$ cat src/design/bgcd_pkg.sv
// Shared types, codes and constants of the bilinear grid current deposit unit.
package bgcd_pkg;

  localparam int GRID_N_DEFAULT = 128;
  localparam int GRID_N_MAX = 1024;
  localparam int IDX_W = $clog2(GRID_N_MAX + 1);
  localparam int CFG_IDX_W = 3;
  localparam int CFG_DATA_W = 32;

  localparam logic [1:0] CMD_DEPOSIT = 2'd0;
  localparam logic [1:0] CMD_READ = 2'd1;
  localparam logic [1:0] CMD_WRITE = 2'd2;

  localparam logic [CFG_IDX_W-1:0] REG_X_ORIGIN = 3'd0;
  localparam logic [CFG_IDX_W-1:0] REG_Z_ORIGIN = 3'd1;
  localparam logic [CFG_IDX_W-1:0] REG_X_SCALE = 3'd2;
  localparam logic [CFG_IDX_W-1:0] REG_Z_SCALE = 3'd3;
  localparam logic [CFG_IDX_W-1:0] REG_AREA_RECIP = 3'd4;
  localparam logic [CFG_IDX_W-1:0] REG_MIRROR = 3'd5;

  localparam logic [31:0] SCALE_RESET = 32'd65536;

  typedef enum logic [1:0] {
    OP_NONE,
    OP_DEPOSIT,
    OP_READ,
    OP_WRITE
  } op_kind_t;

  typedef struct packed {
    logic signed [31:0] x_origin;
    logic signed [31:0] z_origin;
    logic [31:0] x_scale;
    logic [31:0] z_scale;
    logic [31:0] area_recip;
    logic mirror;
  } cfg_t;

  typedef struct packed {
    op_kind_t kind;
    logic [IDX_W-1:0] ix;
    logic [IDX_W-1:0] iz;
    logic mirror;
    logic [3:0][47:0] corner;
    logic [47:0] wval;
  } op_t;

  typedef struct packed {
    logic clearing;
  } back_status_t;

endpackage

$ cat src/design/bgcd_queue.sv
// Two-entry queue that carries classified operations from front to back.
module bgcd_queue (
  input  logic clk,
  input  logic rst,
  input  logic push_valid,
  output logic push_ready,
  input  bgcd_pkg::op_t push_op,
  output logic pop_valid,
  input  logic pop_ready,
  output bgcd_pkg::op_t pop_op
);
  import bgcd_pkg::*;

  op_t slots [2];
  logic wr_ptr, rd_ptr;
  logic [1:0] count;
  logic do_push, do_pop;

  assign push_ready = (count != 2'd2);
  assign pop_valid = (count != 2'd0);
  assign pop_op = slots[rd_ptr];
  assign do_push = push_valid && push_ready;
  assign do_pop = pop_valid && pop_ready;

  always_ff @(posedge clk) begin
    if (do_push) begin
      slots[wr_ptr] <= push_op;
    end
    if (rst) begin
      wr_ptr <= 1'b0;
      rd_ptr <= 1'b0;
      count <= 2'd0;
    end else begin
      if (do_push) begin
        wr_ptr <= !wr_ptr;
      end
      if (do_pop) begin
        rd_ptr <= !rd_ptr;
      end
      count <= count + 2'(do_push) - 2'(do_pop);
    end
  end

endmodule

$ cat config.mk
export PLATFORM = sky130hd
export DESIGN_NAME = bgcd_queue
export DESIGN_NICKNAME = d
export VERILOG_FILES = /design/src/design/bgcd_pkg.sv /design/src/design/bgcd_queue.sv
export SDC_FILE = /design/constraint.sdc
export NUM_CORES = 1
export LEC_CHECK = 0
export BUFFER_PORTS_ARGS = -buffer_cell sky130_fd_sc_hd__clkbuf_2
export CORE_ASPECT_RATIO = 2
export CORE_UTILIZATION = 38
export CTS_CLUSTER_DIAMETER = 80
export DETAILED_ROUTE_END_ITERATION = 8
export REMOVE_ABC_BUFFERS = 1
export SYNTH_ARGS = -nofsm -noshare
export SYNTH_HDL_FRONTEND = slang
export SYNTH_SLANG_ARGS = --single-unit
$ cat constraint.sdc
create_clock -name clk -period 8.25 [get_ports clk]
set_clock_uncertainty 0.2 [all_clocks]
set_input_delay 0.4125 -clock clk [delete_from_list [all_inputs] [get_ports clk]]
set_output_delay 0.4125 -clock clk [all_outputs]
set_load 0.01 [all_outputs]
==> qor.csv <==
metric,value,unit
drv_cap,0,
avgSynthCellArea,22.82,sq um
cts.clk_slew.worst_paths,0.07,ns
hold_depth,4,
yosysWarningCount,0,
dp_hpwl,30.78,mm
hp-class,in2reg,
die_w,162.0,um
antenna_left,0,
ys_seq_area_share,82.28,%
synth_top_family_by_area,multiplexers,
fin_area,26820,sq um
max-clock-path-buffers,3,
synth.area.mux_share,15.33,%
ys_top_cells_by_count,"edfxtp_1, mux2_2, buf_6, dfxtp_1, nor2_1",
fin_tns_setup,0,ns
cts_resized,0,
reg2reg_depth,4,
dieArea,52190,sq um
grt_antenna_before_repair,8,
hold_slack,0.04961,ns
async_reset_ff_share,0,%
cp-start-kind,flop,
yosysUniqueCellTypes,25,
dr.pass1.iters,7,
synth.area.top_cells,"edfxtp_1, mux2_2, buf_6, dfxtp_1, buf_4",
cts_tree,done,
layout.nets,1954,
via_count,11067,
synth-compound-area-share,0.2250,%
numCtsBuffers,47,
synthAdderAreaFrac,0.06428,%
slew_viol_final,0,
syn-cell-area,19460,sq um
post-synth-top-count-cell,edfxtp_1,
hold_viol,0,
layout-drive-gt1-share,51.08,%
critPathArrivalTime,2.99,ns
status,"complete, no violations",
synth_flop_cell,edfxtp_1,
slew_headroom,27.96,%
coreArea,50800,sq um
initial_core_util,38.32,%
grt_pass1_wl,67.27,mm
grt-ovfl-total,0,
cp_slowest_cell,buf_4,
groute.usage.overall,17.33,%
drt-initial-drc-count,521,
place_inst,2023,
synth-seq-cells,535,
max_stage_delay,0.87,ns
placementRows,117,
hold_start,pop_ready,
gp_congestion,0.8206,
cts_root_buffer,clkbuf_16,
synth-edff-count,530,
setup_viol,0,
synth_xor_area_share,0.04500,%
post-route-period-util,43.62,%
fin_cells,2373,
ir_drop,0.2019,mV
max_freq,0.2779,GHz
worstPathMaxFanout,76,
synth_area_leader_cell,edfxtp_1,
drc,0,
clock_sinks,535,
routed_wl,46.79,mm
finalWorstSetupSlack,4.652,ns
netlist.area_leader.share,81.76,%
r2r_start,count[0],
worst-endpoint-required,7.64,ns
via_per_inst,4.664,
crit_chain,"buf_4, mux2_2, clkbuf_2",
total_leakage_power,10.11,nW
io-pin-count,536,
wl_per_cell,19.72,um
postCtsSetupBuffers,0,
dpl_cell_area,22740,sq um
rsz0062_at_grt,no,
synthToLayoutAreaGrowth,37.78,%
grt_pass1_vias,12080,
tightest_slew,1.081,ns
crit_type,reg2out,
h-tree-depth,2,
power_density,258.0,nW/um^2
port_buffers,535,
synth_cells,853,
timing.rr.end,slots[0][72],
insertion_delay,0.57,ns
grt_max_degree,113,
period_needed,3.598,ns
die_h,322.1,um
synthSimpleGateAreaFrac,0.4500,%
min_to,rd_ptr,
dp_worst_setup_slack,5.153,ns
reg2reg_slack,5.27,ns
end_kind,output pin,
==> routing by layer <==
metal | GRT usage [%] | vias to the layer above | wire [um]
met5 | 0 | - | 52
li1 | - | 5081 | -
met4 | 10.08 | 8 | 2460
met1 | 16.85 | 5413 | 15840
met3 | 4.121 | 115 | 2938
met2 | 32.66 | 450 | 25500
==> how the worst max path moves through the flow <==
| stage | from | end | slack (ns) | depth (start not counted) |
|---|---|---|---|---|
| global placement | flop | pop_op[133] | 5.20 | 3 |
| global route | flop | pop_op[91] | 4.47 | 3 |
| detailed placement | flop | pop_op[240] | 5.15 | 3 |
| CTS | flop | pop_op[188] | 4.55 | 3 |
| finish | flop | pop_op[91] | 4.65 | 3 |
| floorplan | flop | pop_op[0] | 0.63 | 1 |
==> area by class of cell <==
class	instances	area [sq um]
Inverter	1	11.26
Fill cell	4099	23980
Tap cell	654	818.3
Timing Repair Buffer	811	5415
Clock inverter	21	140.1
Antenna cell	4	10.01
Multi-Input combinational cell	288	3142
Sequential cell	535	16020
Clock buffer	59	1264
==> cells by family after synthesis <==
group           after synthesis
flops                       535
compound gates                6
simple gates                 15
mux                         265
buf+inv                      30
xor+xnor                      1
fa+ha+maj                     1
==> through the flow <==
step	utilization, %	power [mW]
floorplan	-	4.394
global placement	44.77	4.813
detailed placement	44.77	4.837
CTS	52.78	7.017
global route	52.80	7.193
finish	52.80	6.919
==> critical path, delay by kind of cell (launching register included) <==
kind	cells	cell delay, ns
buf+inv	2	1.01
mux	1	0.46
flops	1	0.82
==> where the power goes <==
part | switching (mW) | internal [mW] | total, mW
Sequential | 0.0880 | 3.30 | 3.39
Clock | 0.939 | 1.12 | 2.05
Combinational | 0.782 | 0.693 | 1.48
Total | 1.81 | 5.11 | 6.92
==> registers in the layout, summed over array words and instances (netlist names), named ones only <==
name	flops
slots	530
rd_ptr	1
wr_ptr	1
count	2
==> repair_timing <==
action | CTS | global route
hold endpoints to repair | 535 | 0
hold buffers | 266 | 0
setup endpoints to repair | 0 | 0
==> layout by cell type, fill, tap and decap left out, types with 2 or more instances in the layout <==
master,n
buf_4,10
clkbuf_1,10
clkbuf_16,49
clkbuf_2,535
clkinv_1,10
clkinv_2,6
clkinv_4,2
dfxtp_1,4
diode_2,4
dlygate4sd3_1,266
edfxtp_1,530
mux2_2,265
nor2_1,4
o21ai_0,2
Note: power is estimated with default switching activity, not from simulation.
